## src/rtl/core/ffla_pkg.sv

```systemverilog
// Package for the free-list allocator: pool size, codes, payload and control types.
package ffla_pkg;

    // Pool size and derived widths
    localparam int unsigned NUM_SLOTS = 32;
    localparam int unsigned SLOT_W    = (NUM_SLOTS > 1) ? $clog2(NUM_SLOTS) : 1;
    localparam int unsigned CNT_W     = $clog2(NUM_SLOTS + 1);
    localparam int unsigned FIELD_W   = 5;
    localparam int unsigned IDX_W     = (SLOT_W > FIELD_W) ? SLOT_W : FIELD_W;

    // Request codes
    typedef enum logic {
        FUNC_ALLOC = 1'b0,
        FUNC_FREE  = 1'b1
    } t_func;

    // Response codes
    typedef enum logic [1:0] {
        ST_ALLOCATED = 2'd0,
        ST_EMPTY     = 2'd1,
        ST_FREED     = 2'd2,
        ST_DUPLICATE = 2'd3
    } t_status;

    typedef logic [SLOT_W-1:0] t_slot;

    typedef struct packed {
        t_func              func;
        logic [FIELD_W-1:0] slot_to_free;
    } t_req;

    typedef struct packed {
        t_status            status;
        logic [FIELD_W-1:0] slot_granted;
    } t_rsp;

    // Per-cell control: shift toward the head, or load a freed slot
    typedef struct packed {
        logic shift;
        logic load;
    } t_cell_ctl;

endpackage

```

## src/rtl/core/ffla_cell.sv

```systemverilog
// One cell of the free-slot queue: holds one slot index and hands it toward the head.
module ffla_cell
    import ffla_pkg::*;
(
    input  logic      i_clk,
    input  logic      i_rst_n,
    input  t_slot     i_rst_slot,
    input  t_cell_ctl i_ctl,
    input  t_slot     i_next_slot,
    input  t_slot     i_load_slot,
    output t_slot     o_slot
);

    t_slot r_slot;
    t_slot n_slot;

    // Pick the next value: load a freed slot, take the neighbor's, or hold
    always_comb begin
        n_slot = r_slot;
        if (i_ctl.load) begin
            n_slot = i_load_slot;
        end else if (i_ctl.shift) begin
            n_slot = i_next_slot;
        end
    end

    always_ff @(posedge i_clk) begin
        if (!i_rst_n) begin
            r_slot <= i_rst_slot;
        end else begin
            r_slot <= n_slot;
        end
    end

    assign o_slot = r_slot;

endmodule

```

## src/rtl/core/fifo_free_list_allocator_core.sv

```systemverilog
// Top level of the fixed-pool free-list allocator.
// A fixed pool of NUM_SLOTS slots is kept as a FIFO of free slot indices in a row of
// cells, cell 0 being the head; after reset every slot is free, queued in index order.
// A request is taken in any cycle in which the response register is empty or being
// drained, and its response appears in that register on the next cycle, so the block
// sustains one request per cycle while responses are drained. The rate is set by the
// cell row: an allocate shifts every cell one place toward the head, and a free loads
// the cell just past the last occupied one. Duplicate frees are caught by a per-slot
// free mark. Reset takes effect at once; there is no clearing pass.
module fifo_free_list_allocator_core
    import ffla_pkg::*;
(
    input  logic i_clk,
    input  logic i_rst_n,
    input  logic i_req_valid,
    output logic o_req_ready,
    input  t_req i_req,
    output logic o_rsp_valid,
    input  logic i_rsp_ready,
    output t_rsp o_rsp
);

    logic [CNT_W-1:0]     r_count;
    logic [CNT_W-1:0]     n_count;
    logic [NUM_SLOTS-1:0] r_free_mark;
    logic [NUM_SLOTS-1:0] n_free_mark;
    logic                 r_rsp_valid;
    t_rsp                 r_rsp;
    t_rsp                 n_rsp;

    logic                 req_xfer;
    logic                 list_empty;
    logic [IDX_W:0]       slot_ext;
    logic                 slot_in_range;
    t_slot                slot_idx;
    logic                 dup;
    logic                 do_pop;
    logic                 do_push;
    t_slot                head_slot;
    logic [IDX_W-1:0]     head_ext;

    t_slot                cell_slot [NUM_SLOTS];
    t_cell_ctl            cell_ctl  [NUM_SLOTS];

    // Request handshake: the response register parts the two sides
    assign o_req_ready = !r_rsp_valid || i_rsp_ready;
    assign req_xfer    = i_req_valid && o_req_ready;

    // Decode the request against the queue state
    assign list_empty    = (r_count == '0);
    assign slot_ext      = (IDX_W + 1)'(i_req.slot_to_free);
    assign slot_in_range = (slot_ext < (IDX_W + 1)'(NUM_SLOTS));
    assign slot_idx      = slot_ext[SLOT_W-1:0];
    assign dup           = !slot_in_range || r_free_mark[slot_idx];
    assign do_pop        = req_xfer && (i_req.func == FUNC_ALLOC) && !list_empty;
    assign do_push       = req_xfer && (i_req.func == FUNC_FREE) && !dup;
    assign head_slot     = cell_slot[0];
    assign head_ext      = IDX_W'(head_slot);

    // Row of queue cells, cell 0 is the head
    for (genvar k = 0; k < NUM_SLOTS; k++) begin : g_cell
        t_slot nbr_slot;
        if (k == NUM_SLOTS - 1) begin : g_last
            assign nbr_slot = '0;
        end else begin : g_mid
            assign nbr_slot = cell_slot[k+1];
        end

        assign cell_ctl[k].shift = do_pop;
        assign cell_ctl[k].load  = do_push && (r_count == CNT_W'(k));

        ffla_cell u_cell (
            .i_clk       (i_clk),
            .i_rst_n     (i_rst_n),
            .i_rst_slot  (SLOT_W'(k)),
            .i_ctl       (cell_ctl[k]),
            .i_next_slot (nbr_slot),
            .i_load_slot (slot_idx),
            .o_slot      (cell_slot[k])
        );
    end

    // Next fill count, free marks and response
    always_comb begin
        n_count     = r_count;
        n_free_mark = r_free_mark;
        n_rsp       = r_rsp;
        if (req_xfer) begin
            n_rsp.slot_granted = '0;
            if (i_req.func == FUNC_ALLOC) begin
                if (list_empty) begin
                    n_rsp.status = ST_EMPTY;
                end else begin
                    n_rsp.status             = ST_ALLOCATED;
                    n_rsp.slot_granted       = head_ext[FIELD_W-1:0];
                    n_count                  = r_count - CNT_W'(1);
                    n_free_mark[head_slot]   = 1'b0;
                end
            end else begin
                if (dup) begin
                    n_rsp.status = ST_DUPLICATE;
                end else begin
                    n_rsp.status           = ST_FREED;
                    n_count                = r_count + CNT_W'(1);
                    n_free_mark[slot_idx]  = 1'b1;
                end
            end
        end
    end

    // Hold the queue state
    always_ff @(posedge i_clk) begin
        if (!i_rst_n) begin
            r_count     <= CNT_W'(NUM_SLOTS);
            r_free_mark <= '1;
        end else begin
            r_count     <= n_count;
            r_free_mark <= n_free_mark;
        end
    end

    // Response register: load on a request transfer, drop on a response transfer
    always_ff @(posedge i_clk) begin
        if (!i_rst_n) begin
            r_rsp_valid <= 1'b0;
        end else if (req_xfer) begin
            r_rsp_valid <= 1'b1;
        end else if (i_rsp_ready) begin
            r_rsp_valid <= 1'b0;
        end
    end

    always_ff @(posedge i_clk) begin
        r_rsp <= n_rsp;
    end

    assign o_rsp_valid = r_rsp_valid;
    assign o_rsp       = r_rsp;

endmodule

```

## config.mk

```make
export PLATFORM = sky130hd
export DESIGN_NAME = fifo_free_list_allocator_core
export DESIGN_NICKNAME = d
export VERILOG_FILES = /design/src/rtl/core/ffla_pkg.sv /design/src/rtl/core/ffla_cell.sv /design/src/rtl/core/fifo_free_list_allocator_core.sv
export SDC_FILE = /design/constraint.sdc
export NUM_CORES = 1
export LEC_CHECK = 0
export BUFFER_PORTS_ARGS = -buffer_cell sky130_fd_sc_hd__buf_2
export CAP_MARGIN = 20
export CORE_MARGIN = 4
export CORE_UTILIZATION = 68
export CTS_CLUSTER_SIZE = 20
export DETAILED_ROUTE_END_ITERATION = 8
export PLACE_DENSITY = 0.89
export REMOVE_ABC_BUFFERS = 1
export SKIP_LAST_GASP = 1
export SYNTH_ARGS = -nofsm -noshare
export SYNTH_HDL_FRONTEND = slang
export SYNTH_SLANG_ARGS = --single-unit
```

## constraint.sdc

```tcl
create_clock -name i_clk -period 7.2 [get_ports i_clk]
set_clock_uncertainty 0.1 [all_clocks]
set_input_delay 2.16 -clock i_clk [delete_from_list [all_inputs] [get_ports i_clk]]
set_output_delay 2.16 -clock i_clk [all_outputs]
set_load 0.01 [all_outputs]
```

==> metrics <==
status=finished clean; number of H-tree levels=1; maximum operating frequency=between 150 and 200 MHz; footprint of the flip-flops and latches=4190 µm²; Max Fanout on Critical Path=33; vertical extent of the die=132 µm; total number of yosys warnings=0; clock slew at reported path FFs=0.06 ns; post-layout util=0.738; cell types with the largest area share after synthesis=sky130_fd_sc_hd__dfxtp_1, sky130_fd_sc_hd__mux2i_1, sky130_fd_sc_hd__nand2_1, sky130_fd_sc_hd__mux2_2, sky130_fd_sc_hd__nand3_1; die footprint=17400 µm²; Max Root-Sink Buffers=3; leading cell types by count after synthesis=sky130_fd_sc_hd__nand2_1, sky130_fd_sc_hd__dfxtp_1, sky130_fd_sc_hd__mux2i_1, sky130_fd_sc_hd__mux2_2, sky130_fd_sc_hd__nand3_1; Worst Path Required=~7.5 ns; maximum ir drop on the vdd rail=0.000153 V; fill count=approximately 1000; fraction of power consumed by the clock network=0.432; worst r2r src=r_count[0]; synthesized netlist cell count=roughly 1100; startpoint type of the worst setup path=input pin; number of nets in the finished design=1095; cells along the critical path=buf_2, mux4_2, a22o_1, a211oi_2, and2_2, buf_4, o21a_1, a41oi_1; number of DRC violations after detailed-routing iteration 0=770; endpoint arrival time on the critical path=between 5 and 6 ns; RSZ-0062 raised after global routing=no; number of port buffers=18; die width=approximately 130 µm; initial antenna violation count=0; critical path class=in2reg; Hold-fix buffers, CTS=0; most common cell in the synthesized netlist=sky130_fd_sc_hd__nand2_1; classification of the worst-slack hold path=reg2reg; number of cells in the finished layout apart from fillers=about 1300; Core Region=roughly 15000 µm²; largest net degree at the start of global routing=76; clock latency on the worst-skew pair=0.51 ns; TritonCTS clock tree=yes; overall track demand over capacity in global routing=0.275; Fin. Hold Viols=0; final number of max-transition violations=0; I/O pins=19; TritonCTS buffer count=22; fraction of synthesis flops using an asynchronous set or reset pin=0; remaining antenna violation count=0; # DRC=0; Worst Hold Margin=0.384 ns; Final period util=0.726; Logic pwr share=0.112; number of distinct library cell variants in the gate-level netlist after synthesis=52; cell at the root of the clock tree=sky130_fd_sc_hd__clkbuf_16; Rel. slew slack=0.315; area of the multi-input gates=between 5000 and 6000 µm²; post-route cell area=approximately 11000 µm²; primary flip-flop cell chosen by synthesis mapping=sky130_fd_sc_hd__dfxtp_1; post-synthesis area per instance=9.26 µm²; grt ovf=0; Core Rows=45; detailed-route wire length=about 25000 µm; number of enable-type register cells in the synthesized netlist=7; Critical Path End Type=register; Pwr per Cell Area=243 nW/µm²; total negative slack for setup checks=0 ns; Worst-Margin Slew=approximately 1.0 ns; cell with the biggest individual delay on the critical path=sky130_fd_sc_hd__and2_2; setup repair bufs after CTS=0; delay of the slowest cell on the worst path=~0.86 ns; net switching power figure=between 0.6 and 0.7 mW; hold path depth=2; sequential group share of total power=0.456; final count of negative-setup-slack endpoints=0; worst reg2reg path depth=8; total placed instance area=roughly 10000 µm²; per-cell routed wire length=19.1 µm; TritonCTS sink count=roughly 210; total leakage power=around 4.9 nW; number of max-capacitance violations reported=0; Initial Utilization=0.691; post-placement cell count=1244; overall via count from detail_route=just over 8000; global-route wire length before repair=about 41000 µm; design internal power=between 2 and 2.5 mW; crit path time final=5.22 ns; number of global-route vias before repair=8282; area added between synthesis and finish=6.75%; Antenna Diode Count=0; start point of the worst min-delay path=r_free_mark[3]; Sw Share=0.250; vias per cell=6.44; Pre-antenna DRT Iters=6; sequential share of the synthesized area=0.401; ratio of cells with drive above 1 in the final layout=0.176; worst setup path startpoint=i_req[0]; Synth top area share=0.381; area of the mapped netlist=around 10000 µm²; routability cong.=0.893; DP HPWL=14700 µm; cell accounting for the most synthesized area=sky130_fd_sc_hd__dfxtp_1; CTS resizes=0; number of register bits inferred by synthesis=just over 200
## cell type report
type,instances,share of cell area
Clock inverter,7,0.00784
Sequential cell,206,0.375
Tap cell,188,0.0210
Timing Repair Buffer,27,0.0147
Inverter,8,0.00269
Clock buffer,33,0.0602
Multi-Input combinational cell,815,0.518
## flip-flops by register name, indices dropped and copies added (netlist names)
signal	count
g_cell.u_cell.o_slot	160
o_rsp_valid	1
r_count	6
o_rsp	7
r_free_mark	32
## power groups by stage
stage / Clock, mW / Combinational, mW / Sequential, mW
after global placement: 0 / 0.286 / 1.26
after global routing: 1.24 / 0.333 / 1.25
after CTS: 1.19 / 0.301 / 1.24
after floorplan: 0 / 0.220 / 1.25
after detailed placement: 0 / 0.298 / 1.26
final: 1.18 / 0.305 / 1.24
## metrics by stage
stage	setup slack, ns	power [mW]
floorplan	0.827	1.47
detailed placement	1.50	1.56
finish	1.98	2.72
global route	1.88	2.81
global placement	1.60	1.55
CTS	2.06	2.73
## critical path, delay by kind of cell
kind            cells  cell delay (ns)
compound gates      4             1.12
buf+inv             2             0.78
mux                 1             0.55
simple gates        1             0.86
## metal layers
layer  GRT usage  up-vias  part of all wire
li1            -     3847                 -
met1       0.352     3975              0.40
met2       0.474      378              0.49
met3      0.0420       68             0.077
met4      0.0951        0             0.027
met5           0        -                 0
## cell usage in the layout (no fill, tap or decap), drive strengths merged, types with 19 or more instances in the layout
cell,instances
a31oi,22
buf,27
nor2,25
nand3,98
clkbuf,33
and3,47
mux2i,112
nand2,252
nand2b,19
dfxtp,199
mux2,120
## path summary, 6_finish.rpt
kind                                                    end  slack, ns
worst max-delay path                        r_free_mark[27]       1.98
worst min-delay path                         r_free_mark[3]       0.38
worst max register to register  g_cell[16].u_cell.o_slot[3]       3.48
worst min register to register               r_free_mark[3]       0.38
## logic make-up after synthesis
kind of cell / count (synthesis) / share of synthesized area
buffers and inverters: 110 / 0.0471
adder cells (fa/ha/maj): 5 / 0.00598
AND/OR/NAND/NOR: 482 / 0.229
XOR/XNOR: 1 / 0.000837
AO/OA/AOI/OAI: 87 / 0.0583
multiplexers: 240 / 0.258
flip-flops: 206 / 0.401
Power figures use the tool's default switching activity.
